## src/hw/rtl/acit_pkg.sv

```systemverilog
// ----------------------------------------------------------------------------
// acit_pkg
// Shared types, codes and constants of the in-flight command tracker.
// ----------------------------------------------------------------------------
package acit_pkg;

  localparam int unsigned DEFAULT_TABLE_DEPTH = 16;
  localparam int unsigned RES_CAP             = 16;

  localparam int unsigned SEQ_W   = 16;
  localparam int unsigned MT_W    = 4;
  localparam int unsigned ID_W    = 64;
  localparam int unsigned REM_W   = 13;
  localparam int unsigned KIND_W  = 3;
  localparam int unsigned REQ_W   = 2;

  localparam int unsigned S_TDATA_W = 88;
  localparam int unsigned S_TUSER_W = REQ_W;
  localparam int unsigned M_TDATA_W = 24;
  localparam int unsigned M_TUSER_W = KIND_W;

  localparam int unsigned CFG_IDX_W  = 1;
  localparam int unsigned CFG_DATA_W = ID_W;

  typedef enum logic [CFG_IDX_W-1:0] {
    REG_LOCAL_ID = 1'd0,
    REG_CTRL_EN  = 1'd1
  } reg_e;

  typedef enum logic [REQ_W-1:0] {
    REQ_ISSUE = 2'd0,
    REQ_RX    = 2'd1,
    REQ_TICK  = 2'd2,
    REQ_NONE  = 2'd3
  } req_e;

  typedef enum logic [KIND_W-1:0] {
    KIND_ISSUED    = 3'd0,
    KIND_FULL      = 3'd1,
    KIND_NOT_CTRL  = 3'd2,
    KIND_RETX      = 3'd3,
    KIND_COMPLETED = 3'd4,
    KIND_TIMED_OUT = 3'd5,
    KIND_SNIFF_RSP = 3'd6,
    KIND_SNIFF_CMD = 3'd7
  } kind_e;

  typedef struct packed {
    logic [SEQ_W-1:0] seq;
    logic [MT_W-1:0]  mtype;
    logic [REM_W-1:0] rem;
    logic             retried;
  } entry_t;

  function automatic logic [REM_W-1:0] timeout_ms(input logic [MT_W-1:0] t);
    logic [REM_W-1:0] r;
    case (t)
      4'd0:    r = 13'd2000;
      4'd2:    r = 13'd200;
      4'd4:    r = 13'd200;
      4'd6:    r = 13'd4500;
      4'd8:    r = 13'd500;
      4'd10:   r = 13'd200;
      4'd12:   r = 13'd200;
      default: r = 13'd250;
    endcase
    return r;
  endfunction

endpackage

```

## src/hw/rtl/acit_entry_ram.sv

```systemverilog
// ----------------------------------------------------------------------------
// acit_entry_ram
// Entry table storage: one write port, one read port, registered read data.
// ----------------------------------------------------------------------------
module acit_entry_ram #(
  parameter int unsigned DEPTH = acit_pkg::DEFAULT_TABLE_DEPTH,
  parameter int unsigned AW    = 4
) (
  input  logic             clk_i,
  input  logic             we_i,
  input  logic [AW-1:0]    waddr_i,
  input  acit_pkg::entry_t wdata_i,
  input  logic             re_i,
  input  logic [AW-1:0]    raddr_i,
  output acit_pkg::entry_t rdata_o
);
  import acit_pkg::*;

  entry_t mem [DEPTH];
  entry_t rdata_q;

  always_ff @(posedge clk_i) begin
    if (we_i) begin
      mem[waddr_i] <= wdata_i;
    end
  end

  always_ff @(posedge clk_i) begin
    if (re_i) begin
      rdata_q <= mem[raddr_i];
    end
  end

  assign rdata_o = rdata_q;

endmodule

```

## src/hw/rtl/acmp_inflight_command_tracker_top.sv

```systemverilog
// ----------------------------------------------------------------------------
// acmp_inflight_command_tracker_top
// Tracks in-flight connection-management commands in an entry table.
//
//   Channel  Dir  Handshake                  Contents
//   s_axis   in   s_axis_tvalid/tready       request word: kind in tuser
//   m_axis   out  m_axis_tvalid/tready       result word: kind in tuser, tlast
//   cfg      in   cfg_we_i                   controller id, enable bit
//
// Issue, receive and tick words scan the table one entry per cycle through
// the single read port of the entry memory, unless a tick scan is stalled.
// An issue word while the controller is disabled skips the scan. A result
// word held by a low m_axis_tready stalls a tick scan at an expiry met while
// another is pending, and holds the final step of any word with a result.
// Reset clears the valid bits at once; the memory itself is not cleared.
// ----------------------------------------------------------------------------
module acmp_inflight_command_tracker_top #(
  parameter int unsigned TABLE_DEPTH = acit_pkg::DEFAULT_TABLE_DEPTH
) (
  input  logic                               clk_i,
  input  logic                               rst_ni,
  input  logic                               s_axis_tvalid,
  output logic                               s_axis_tready,
  // msg_type[3:0], rx_controller_id[67:4], rx_sequence[83:68], zero fill
  input  logic [acit_pkg::S_TDATA_W-1:0]     s_axis_tdata,
  // req_type[1:0]
  input  logic [acit_pkg::S_TUSER_W-1:0]     s_axis_tuser,
  output logic                               m_axis_tvalid,
  input  logic                               m_axis_tready,
  // sequence_res[15:0], cmd_type[19:16], zero fill
  output logic [acit_pkg::M_TDATA_W-1:0]     m_axis_tdata,
  // result_kind[2:0]
  output logic [acit_pkg::M_TUSER_W-1:0]     m_axis_tuser,
  output logic                               m_axis_tlast,
  input  logic                               cfg_we_i,
  input  logic [acit_pkg::CFG_IDX_W-1:0]     cfg_idx_i,
  input  logic [acit_pkg::CFG_DATA_W-1:0]    cfg_wdata_i
);
  import acit_pkg::*;

  localparam int unsigned IW  = (TABLE_DEPTH > 1) ? $clog2(TABLE_DEPTH) : 1;
  localparam int unsigned CW  = IW + 1;
  localparam int unsigned NCW = $clog2(RES_CAP + 1);

  typedef enum logic [1:0] {
    ST_IDLE,
    ST_SCAN,
    ST_FINISH
  } state_e;

  state_e              state_q, state_d;
  req_e                op_q, op_d;
  logic                noctl_q, noctl_d;
  logic [MT_W-1:0]     mt_q, mt_d;
  logic [SEQ_W-1:0]    key_q, key_d;
  logic                rx_ok_q, rx_ok_d;
  logic [SEQ_W-1:0]    seq_ctr_q, seq_ctr_d;
  logic [CW-1:0]       rd_idx_q, rd_idx_d;
  logic                p_vld_q, p_vld_d;
  logic [IW-1:0]       p_idx_q, p_idx_d;
  logic                found_q, found_d;
  logic [IW-1:0]       fidx_q, fidx_d;
  logic                tmatch_q, tmatch_d;
  logic                free_q, free_d;
  logic [IW-1:0]       free_idx_q, free_idx_d;
  logic [NCW-1:0]      n_q, n_d;
  logic                h_vld_q, h_vld_d;
  kind_e               h_kind_q, h_kind_d;
  logic [SEQ_W-1:0]    h_seq_q, h_seq_d;
  logic [MT_W-1:0]     h_type_q, h_type_d;
  logic                o_vld_q, o_vld_d;
  kind_e               o_kind_q, o_kind_d;
  logic [SEQ_W-1:0]    o_seq_q, o_seq_d;
  logic [MT_W-1:0]     o_type_q, o_type_d;
  logic                o_last_q, o_last_d;
  logic [TABLE_DEPTH-1:0] valid_q, valid_d;
  logic [ID_W-1:0]     local_id_q, local_id_d;
  logic                ctrl_en_q, ctrl_en_d;

  logic                ram_we, ram_re;
  logic [IW-1:0]       ram_waddr;
  entry_t              ram_wdata, ram_rdata, rd_e;
  logic                o_free, ent_v, seq_hit, expired, p_stall;
  logic                fin_vld;
  kind_e               fin_kind;
  logic [SEQ_W-1:0]    fin_seq, fin_type_seq;
  logic [MT_W-1:0]     in_mt;
  logic [ID_W-1:0]     in_id;
  logic [SEQ_W-1:0]    in_seq, next_seq;

  assign in_mt  = s_axis_tdata[MT_W-1:0];
  assign in_id  = s_axis_tdata[MT_W+ID_W-1:MT_W];
  assign in_seq = s_axis_tdata[MT_W+ID_W+SEQ_W-1:MT_W+ID_W];

  assign next_seq = (seq_ctr_q == {SEQ_W{1'b1}}) ? SEQ_W'(1) : seq_ctr_q + SEQ_W'(1);

  assign rd_e    = ram_rdata;
  assign ent_v   = valid_q[p_idx_q];
  assign seq_hit = ent_v && (rd_e.seq == key_q);
  assign expired = ent_v && (rd_e.rem == '0) && (n_q < NCW'(RES_CAP));
  assign o_free  = !o_vld_q || m_axis_tready;
  assign p_stall = p_vld_q && (op_q == REQ_TICK) && expired && h_vld_q && !o_free;

  assign fin_type_seq = key_q;

  always_comb begin
    fin_vld  = 1'b1;
    fin_kind = KIND_NOT_CTRL;
    fin_seq  = key_q;
    if (noctl_q) begin
      fin_kind = KIND_NOT_CTRL;
      fin_seq  = '0;
    end else begin
      case (op_q)
        REQ_ISSUE: fin_kind = (found_q || free_q) ? KIND_ISSUED : KIND_FULL;
        REQ_RX: begin
          if (found_q && tmatch_q) begin
            fin_kind = KIND_COMPLETED;
          end else begin
            fin_kind = mt_q[0] ? KIND_SNIFF_RSP : KIND_SNIFF_CMD;
          end
        end
        REQ_TICK: begin
          fin_vld  = h_vld_q;
          fin_kind = h_kind_q;
          fin_seq  = h_seq_q;
        end
        default: fin_vld = 1'b0;
      endcase
    end
  end

  always_comb begin
    state_d    = state_q;
    op_d       = op_q;
    noctl_d    = noctl_q;
    mt_d       = mt_q;
    key_d      = key_q;
    rx_ok_d    = rx_ok_q;
    seq_ctr_d  = seq_ctr_q;
    rd_idx_d   = rd_idx_q;
    p_vld_d    = p_vld_q;
    p_idx_d    = p_idx_q;
    found_d    = found_q;
    fidx_d     = fidx_q;
    tmatch_d   = tmatch_q;
    free_d     = free_q;
    free_idx_d = free_idx_q;
    n_d        = n_q;
    h_vld_d    = h_vld_q;
    h_kind_d   = h_kind_q;
    h_seq_d    = h_seq_q;
    h_type_d   = h_type_q;
    o_vld_d    = o_vld_q;
    o_kind_d   = o_kind_q;
    o_seq_d    = o_seq_q;
    o_type_d   = o_type_q;
    o_last_d   = o_last_q;
    valid_d    = valid_q;
    local_id_d = local_id_q;
    ctrl_en_d  = ctrl_en_q;
    ram_we     = 1'b0;
    ram_waddr  = p_idx_q;
    ram_wdata  = rd_e;
    ram_re     = 1'b0;

    if (cfg_we_i) begin
      case (cfg_idx_i)
        REG_LOCAL_ID: local_id_d = cfg_wdata_i;
        REG_CTRL_EN:  ctrl_en_d  = cfg_wdata_i[0];
        default:      ;
      endcase
    end

    if (o_vld_q && m_axis_tready) begin
      o_vld_d = 1'b0;
    end

    case (state_q)
      ST_IDLE: begin
        if (s_axis_tvalid) begin
          mt_d     = in_mt;
          noctl_d  = 1'b0;
          rd_idx_d = '0;
          p_vld_d  = 1'b0;
          found_d  = 1'b0;
          free_d   = 1'b0;
          tmatch_d = 1'b0;
          n_d      = '0;
          h_vld_d  = 1'b0;
          case (s_axis_tuser)
            REQ_ISSUE: begin
              op_d = REQ_ISSUE;
              if (!ctrl_en_q) begin
                noctl_d = 1'b1;
                state_d = ST_FINISH;
              end else begin
                seq_ctr_d = next_seq;
                key_d     = next_seq;
                state_d   = ST_SCAN;
              end
            end
            REQ_RX: begin
              op_d    = REQ_RX;
              key_d   = in_seq;
              rx_ok_d = in_mt[0] && (in_id == local_id_q);
              state_d = ST_SCAN;
            end
            REQ_TICK: begin
              op_d    = REQ_TICK;
              state_d = ST_SCAN;
            end
            default: ;
          endcase
        end
      end

      ST_SCAN: begin
        if (p_vld_q && !p_stall) begin
          case (op_q)
            REQ_ISSUE: begin
              if (seq_hit && !found_q) begin
                found_d = 1'b1;
                fidx_d  = p_idx_q;
              end
              if (!ent_v && !free_q) begin
                free_d     = 1'b1;
                free_idx_d = p_idx_q;
              end
            end
            REQ_RX: begin
              if (seq_hit && !found_q && rx_ok_q) begin
                found_d  = 1'b1;
                fidx_d   = p_idx_q;
                tmatch_d = ({1'b0, rd_e.mtype} + 5'd1) == {1'b0, mt_q};
              end
            end
            REQ_TICK: begin
              if (ent_v && (rd_e.rem != '0)) begin
                ram_we        = 1'b1;
                ram_wdata.rem = rd_e.rem - REM_W'(1);
              end else if (expired) begin
                n_d = n_q + NCW'(1);
                if (!rd_e.retried) begin
                  ram_we            = 1'b1;
                  ram_wdata.rem     = timeout_ms(rd_e.mtype);
                  ram_wdata.retried = 1'b1;
                  h_kind_d          = KIND_RETX;
                end else begin
                  valid_d[p_idx_q] = 1'b0;
                  h_kind_d         = KIND_TIMED_OUT;
                end
                h_vld_d  = 1'b1;
                h_seq_d  = rd_e.seq;
                h_type_d = rd_e.mtype;
                if (h_vld_q) begin
                  o_vld_d  = 1'b1;
                  o_kind_d = h_kind_q;
                  o_seq_d  = h_seq_q;
                  o_type_d = h_type_q;
                  o_last_d = 1'b0;
                end
              end
            end
            default: ;
          endcase
        end
        if (!p_stall) begin
          if (rd_idx_q != CW'(TABLE_DEPTH)) begin
            ram_re   = 1'b1;
            p_vld_d  = 1'b1;
            p_idx_d  = rd_idx_q[IW-1:0];
            rd_idx_d = rd_idx_q + CW'(1);
          end else begin
            p_vld_d = 1'b0;
            if (!p_vld_q) begin
              state_d = ST_FINISH;
            end
          end
        end
      end

      ST_FINISH: begin
        if (!fin_vld) begin
          state_d = ST_IDLE;
        end else if (o_free) begin
          o_vld_d  = 1'b1;
          o_kind_d = fin_kind;
          o_seq_d  = fin_seq;
          o_type_d = (op_q == REQ_TICK && !noctl_q) ? h_type_q : mt_q;
          o_last_d = 1'b1;
          h_vld_d  = 1'b0;
          state_d  = ST_IDLE;
          if (!noctl_q && op_q == REQ_ISSUE && (found_q || free_q)) begin
            ram_we            = 1'b1;
            ram_waddr         = found_q ? fidx_q : free_idx_q;
            ram_wdata.seq     = fin_type_seq;
            ram_wdata.mtype   = mt_q;
            ram_wdata.rem     = timeout_ms(mt_q);
            ram_wdata.retried = 1'b0;
            valid_d[ram_waddr] = 1'b1;
          end
          if (op_q == REQ_RX && found_q && tmatch_q) begin
            valid_d[fidx_q] = 1'b0;
          end
        end
      end

      default: state_d = ST_IDLE;
    endcase
  end

  always_ff @(posedge clk_i or negedge rst_ni) begin
    if (!rst_ni) begin
      state_q    <= ST_IDLE;
      op_q       <= REQ_NONE;
      noctl_q    <= 1'b0;
      mt_q       <= '0;
      key_q      <= '0;
      rx_ok_q    <= 1'b0;
      seq_ctr_q  <= '0;
      rd_idx_q   <= '0;
      p_vld_q    <= 1'b0;
      p_idx_q    <= '0;
      found_q    <= 1'b0;
      fidx_q     <= '0;
      tmatch_q   <= 1'b0;
      free_q     <= 1'b0;
      free_idx_q <= '0;
      n_q        <= '0;
      h_vld_q    <= 1'b0;
      h_kind_q   <= KIND_ISSUED;
      h_seq_q    <= '0;
      h_type_q   <= '0;
      o_vld_q    <= 1'b0;
      o_kind_q   <= KIND_ISSUED;
      o_seq_q    <= '0;
      o_type_q   <= '0;
      o_last_q   <= 1'b0;
      valid_q    <= '0;
      local_id_q <= '0;
      ctrl_en_q  <= 1'b1;
    end else begin
      state_q    <= state_d;
      op_q       <= op_d;
      noctl_q    <= noctl_d;
      mt_q       <= mt_d;
      key_q      <= key_d;
      rx_ok_q    <= rx_ok_d;
      seq_ctr_q  <= seq_ctr_d;
      rd_idx_q   <= rd_idx_d;
      p_vld_q    <= p_vld_d;
      p_idx_q    <= p_idx_d;
      found_q    <= found_d;
      fidx_q     <= fidx_d;
      tmatch_q   <= tmatch_d;
      free_q     <= free_d;
      free_idx_q <= free_idx_d;
      n_q        <= n_d;
      h_vld_q    <= h_vld_d;
      h_kind_q   <= h_kind_d;
      h_seq_q    <= h_seq_d;
      h_type_q   <= h_type_d;
      o_vld_q    <= o_vld_d;
      o_kind_q   <= o_kind_d;
      o_seq_q    <= o_seq_d;
      o_type_q   <= o_type_d;
      o_last_q   <= o_last_d;
      valid_q    <= valid_d;
      local_id_q <= local_id_d;
      ctrl_en_q  <= ctrl_en_d;
    end
  end

  acit_entry_ram #(
    .DEPTH (TABLE_DEPTH),
    .AW    (IW)
  ) u_ram (
    .clk_i   (clk_i),
    .we_i    (ram_we),
    .waddr_i (ram_waddr),
    .wdata_i (ram_wdata),
    .re_i    (ram_re),
    .raddr_i (rd_idx_q[IW-1:0]),
    .rdata_o (ram_rdata)
  );

  assign s_axis_tready = (state_q == ST_IDLE);
  assign m_axis_tvalid = o_vld_q;
  assign m_axis_tdata  = {{(M_TDATA_W - SEQ_W - MT_W){1'b0}}, o_type_q, o_seq_q};
  assign m_axis_tuser  = o_kind_q;
  assign m_axis_tlast  = o_last_q;

endmodule

```

## config.mk

```make
export PLATFORM = sky130hd
export DESIGN_NAME = acmp_inflight_command_tracker_top
export DESIGN_NICKNAME = d
export VERILOG_FILES = /design/src/hw/rtl/acit_pkg.sv /design/src/hw/rtl/acit_entry_ram.sv /design/src/hw/rtl/acmp_inflight_command_tracker_top.sv
export SDC_FILE = /design/constraint.sdc
export NUM_CORES = 1
export LEC_CHECK = 0
export BUFFER_PORTS_ARGS = -buffer_cell sky130_fd_sc_hd__buf_4
export CAP_MARGIN = 30
export CORE_MARGIN = 2
export CORE_UTILIZATION = 30
export DETAILED_ROUTE_END_ITERATION = 8
export SLEW_MARGIN = 20
export SYNTH_ARGS = -nofsm -noshare
export SYNTH_HDL_FRONTEND = slang
export SYNTH_SLANG_ARGS = --single-unit
```

## constraint.sdc

```tcl
create_clock -name clk_i -period 6.8 [get_ports clk_i]
set_clock_uncertainty 0.15 [all_clocks]
set_input_delay 1.02 -clock clk_i [delete_from_list [all_inputs] [get_ports clk_i]]
set_output_delay 1.02 -clock clk_i [all_outputs]
set_load 0.01 [all_outputs]
```

# Yosys cells after proc, flatten, opt, wreduce, memory -nomap -nowiden
# Memories as Yosys holds them, arrays and structs flattened. A register that Yosys moved wholly into a read port is not among the register bits.
# Index checks and enable logic that the tools add are counted.
# totals
ff_bits,198
ram_bits,544
inputBits,160
out_inout_bits,30
elab_cells,322
memories,1
# memory_table
memory,words,width,rd,rd_clocked_by_memory_dff,write_ports,line_no,source
u_ram.mem,16,34,1,1,1,acit_entry_ram.sv:19,entry_t mem [DEPTH];
# classes
addsub,5
n_lt_le_gt_ge,7
eq_ne,48
mux,155
bitwise_logic,8
n_reduce_logical,70
# ops
op,n
$mux 16,23
$pmux 13 s4,2
$mux 34,3
$pmux 16 s2,3
$eq 64x64->1,1
$mux 4,15
$mux 14,4
$mux 1,55
$ne 2x2->1 const B,19
$mux 5,7
$and 16x16->16,2
$not 16->16,2
$pmux 14 s2,1
$mux 3,9
$eq 4x4->1 const B,6
$reduce_and 8->1,3
$logic_and 1x1->1,23
$mux 20,1
$pmux 5 s2,2
$reduce_and 5->1,4
$pmux 1 s2,9
$reduce_and 6->1,3
$add 16x1->16 const B,1
$eq 16x16->1,1
41 further kinds,94

# Depth between registers and ports, before layout
# depth
ltp_word,15
depth_mapped,11
depth_no_buf,8

# By module
# Synthesis repeated with hierarchy kept, for this count alone.
# unflattened
hier_cells,2156
area_unflattened_um2,33532.2
# modules_own_cells
module,instances,cells_each,area_per_inst_um2,seq_area_each_um2
acit_entry_ram,1,888,21416.8,17356.6
acmp_inflight_command_tracker_top,1,1268,12115.4,4958.5

# Least setup slack after synthesis
# No wires, ideal clock.
# synth_timing
path_kind,input to register
startpoint,in m_axis_tready
endpoint,mem u_ram.mem[12][0] (netlist name) (enable)
setup_ps,510
arrival_ps,5469
required_time_ps,6140
path_slack_ps,671
cell_stages,6
n_path_buf,1
path_cell_list,nand2b_1 -> o21ai_0 -> nor3_1 -> clkbuf_1 -> a32oi_1 -> nor4_1
# synth_between
elab_chain_cells,9
elab_cells_between_ends,14
classes_between,mux (9); reduce/logical (5)
# synth_rtl
item,line_no,source
start: declaration,acmp_inflight_command_tracker_top.sv:29,"input logic m_axis_tready,"
$logic_or 1x1->1 (*),acmp_inflight_command_tracker_top.sv:101,assign o_free = !o_vld_q || m_axis_tready;
$logic_not 1->1,acmp_inflight_command_tracker_top.sv:102,assign p_stall = p_vld_q && (op_q == REQ_TICK) && expired && h_vld_q && !o_free;
$logic_and 1x1->1,acmp_inflight_command_tracker_top.sv:102,
$logic_not 1->1,n/a,
$logic_and 1x1->1,acmp_inflight_command_tracker_top.sv:219,if (p_vld_q && !p_stall) begin
$mux 1,acmp_inflight_command_tracker_top.sv:219,
$pmux 1 s2,acmp_inflight_command_tracker_top.sv:179,case (state_q)
$mux 1,acit_entry_ram.sv:23,if (we_i) begin
$mux 1 (implied by the code),acit_entry_ram.sv:24,mem[waddr_i] <= wdata_i;
end: declaration,acit_entry_ram.sv:19,
# Every way passes the cells marked *; elsewhere a longest branch is shown, timed or not.

# Final worst setup path
# layout_timing
startpoint,reg p_idx_q[1]
endpoint,mem u_ram.mem[7][13] (netlist name) (enable)
# layout_between
elab_chain_cells,13
elab_cells_between_ends,21
classes_between,mux (13); reduce/logical (8)
# layout_rtl
item,line_no,source
start: declaration,acmp_inflight_command_tracker_top.sv:60,"logic [IW-1:0] p_idx_q, p_idx_d;"
start signal: assignment,acmp_inflight_command_tracker_top.sv:353,p_idx_q <= p_idx_d;
$bmux 1 s4,acmp_inflight_command_tracker_top.sv:98,assign ent_v = valid_q[p_idx_q];
$mux 1 (implied by the code),acmp_inflight_command_tracker_top.sv:98,
$logic_and 1x1->1 (2 in series),acmp_inflight_command_tracker_top.sv:100,assign expired = ent_v && (rd_e.rem == '0) && (n_q < NCW'(RES_CAP));
$logic_and 1x1->1 (3 in series),acmp_inflight_command_tracker_top.sv:102,
$logic_not 1->1,n/a,
$logic_and 1x1->1,acmp_inflight_command_tracker_top.sv:219,
$mux 1,acmp_inflight_command_tracker_top.sv:219,
$pmux 1 s2,acmp_inflight_command_tracker_top.sv:179,
$mux 1,acit_entry_ram.sv:23,
$mux 1 (implied by the code),acit_entry_ram.sv:24,
# Several ways; a longest one is shown, not always the timed one. The select of a mux whose other input is x is not followed.

==> results.yml <==
status:
  outcome: "finished, final reports clean"
die:
  dieHeight_um: 339
  start_util_pct: 30.3
  fp.dieW_um: 339
  dieArea_um2: 115000
  ios: 190
  core-area_um2: 111000
  num_rows: 122
critical_path:
  worstPathArrival_ps: 4550
  r2r_slack_ps: 2380
  crit_type: "reg -> reg"
  crit_path_max_fanout: 34
  crit_path_max_incr_delay_ps: 870
  path_cells: "mux4_2 > mux4_2 > o211a_1 > a32oi_1 > nor3_2 > buf_4"
  crit_required_ps: 6920
  crit_top_cell: "mux4_2"
  critical_path_buf_inv_count: 1
  timing.rr.end: "u_ram.mem[7][13]"
  reg2reg_depth: 6
  crit_start: "p_idx_q[1]"
  cpMaxStageDelayCell: "a32oi_1"
  crit_path_start_kind: "flip-flop"
  end_kind: "flip-flop"
  r2r-start: "p_idx_q[1]"
  crit_family: "multiplexers"
routing:
  num_vias: 19700
  dr.pass1.iters: 6
  drcViolationCount: 0
  drtIter0Drc: 1645
  wl_per_cell_um: 23.0
  finalWirelength_um: 89200
  postRouteAntennaNets: 0
  drt-vias-per-instance: 5.08
cells_and_area:
  area_growth_pct: 17.7
  final_common_cell: "edfxtp_1"
  drive_gt1_share_pct: 29.2
  fin_util_pct: 35.7
  design_area_um2: 39600
  nets: 2505
  stdcell_count: 3878
  antennaDiodeCount: 0
  layout_common_cells: "edfxtp_1 (578), buf_4 (231), nand2_1 (208), dfrtp_1 (191), mux4_2 (175)"
  multi_input_area_um2: 10800
  fillCellCount: 10500
  ff_latch_area_um2: 22300
timing:
  grt_setup_unrepaired: "no"
  setup-tns-final_ps: 0
  max_freq_mhz: 226
  timing.final.hold_violations: 0
  slew_headroom_pct: 29.0
  post-route-min-period_ps: 4420
  worst_hold_slack_ps: 286
  tightest_slew_ps: 1060
  fin_crit_sh_pct: 65.0
  setup_viol: 0
  drv_slew: 0
cts:
  root_buffer: "clkbuf_16"
  cts_buffers: 80
  cts_tree: "built"
  cts_buffer_depth: 3
  cts_max_level: 3
  post-cts-setup-buffer-count: 0
  cts_sinks: 776
  postCtsResizedCells: 0
  clkTransAtPathRegs_ps: 60
  insertion_delay_ps: 640
  hold_buffers: 0
placement:
  place_area_um2: 36900
  dp_hpwl_um: 55500
  io_buffers: 181
  placed_cells: 3728
  gp_congestion: 0.919
synthesis:
  ys.flop_type: "edfxtp_1"
  syn_area_um2: 33600
  ys_seq_elements: 776
  synth_area_per_cell_um2: 15.9
  synth_top_area_cell: "edfxtp_1"
  yosysWarnings: 0
  synthTopCellsByArea: "edfxtp_1 (52%), dfrtp_1 (15%), mux4_2 (12%), mux2_2 (4.2%), nand2_1 (2.3%)"
  synth_edf_count: 578
  async_flop_share_pct: 25.5
  synth_top_area_share_pct: 51.6
  synth_cells: 2119
  yosys.cell_types.count: 78
  synth_seq_area_share_pct: 66.4
power:
  total_leakage_power_nw: 13.7
  p_per_area_nw_per_um2: 357
  peakVddDrop_mv: 0.181
run:
  drv_cap: 0
grt:
  grt_max_degree: 88
  grt_util_all_layers_pct: 15.2
  antenna_found_initial: 0
  grt_pass1_vias: 20100
  grt_pass1_wl_um: 132000
  grt_overflow: 0
min_path:
  hold_path_class: "in -> async"
-- per-stage QoR --
stage	power [mW]	setup WS (ps)
3_5_place_dp	9.90	2410
2_1_floorplan	8.57	671
5_1_grt	14.8	2250
6_report	14.1	2380
4_1_cts	14.2	2410
3_3_place_gp	9.77	2490
-- cells in the mapped netlist, types with 6 or more instances --
cell        n
a211oi_1   11
a21o_1      8
a21oi_1    61
a22o_1      7
a22oi_1    15
a31oi_1     9
a41oi_1     8
and2_1      6
and3_1     12
buf_1      21
buf_2      10
clkbuf_1   80
dfrtp_1   195
edfxtp_1  578
ha_1       16
inv_1      43
mux2_2    126
mux2i_1    11
mux4_2    175
nand2_1   208
nand2b_1   15
nand3_1    29
nand4_1    10
nor2_1     59
nor2b_1    17
nor3_1     51
nor4_1     30
o211ai_1    6
o21a_1     10
o21ai_0    71
o22ai_1     8
o31ai_1    12
or2_2       6
or3_1      10
xnor2_1    43
xor2_1     63
-- sequential cells by signal (all words and copies together) (netlist names), 4 cells and up --
signal	flops
valid_q	16
seq_ctr_q	16
free_idx_q	4
fin_type_seq	16
u_ram.mem	544
local_id_q	64
mt_q	4
h_type_q	4
o_type_q	4
o_seq_q	16
rd_idx_q	5
p_idx_q	4
u_ram.rdata_o	34
n_q	5
fidx_q	4
h_seq_q	16
-- how the worst max path moves through the flow --
| stage | endpoint | cells after the start |
|---|---|---|
| CTS | u_ram.mem[7][13] | 6 |
| floorplan | u_ram.mem[12][0] | 6 |
| global placement | u_ram.mem[4][13] | 9 |
| finish | u_ram.mem[7][13] | 6 |
| global route | u_ram.mem[4][12] | 6 |
| detailed placement | u_ram.mem[4][12] | 9 |
-- where the power goes --
group	leakage, nW	internal (mW)	switching [mW]
logic	4.70	1.46	2.05
registers	7.77	5.90	0.417
clock network	1.25	2.49	1.84
total	13.7	9.84	4.30
-- layout make-up --
class	instances	share of cell area (%)
flip-flops and latches	776	56.4
multi-input cells	1184	27.2
well taps	1488	4.70
repair buffers	241	4.72
inverters	46	0.436
clock inverters	41	1.09
clock buffers	102	5.44
-- layer usage --
layer / vias to the layer above / wire length [um] / track usage (%)
met2: 695 / 43200 / 25.2
met5: - / 0 / 0
met1: 10300 / 38400 / 20.7
li1: 8631 / - / -
met3: 112 / 5660 / 2.60
met4: 0 / 1940 / 4.39
-- cells by family after synthesis --
logic type | after synthesis | synth area share [%]
buffers and inverters | 162 | 1.91
flip-flops | 776 | 66.4
adder cells (fa/ha/maj) | 16 | 0.595
XOR/XNOR | 106 | 2.76
other | 1 | 0.0112
AO/OA/AOI/OAI | 271 | 5.30
multiplexers | 312 | 16.3
AND/OR/NAND/NOR | 475 | 6.79
Power figures use the tool's default switching activity.
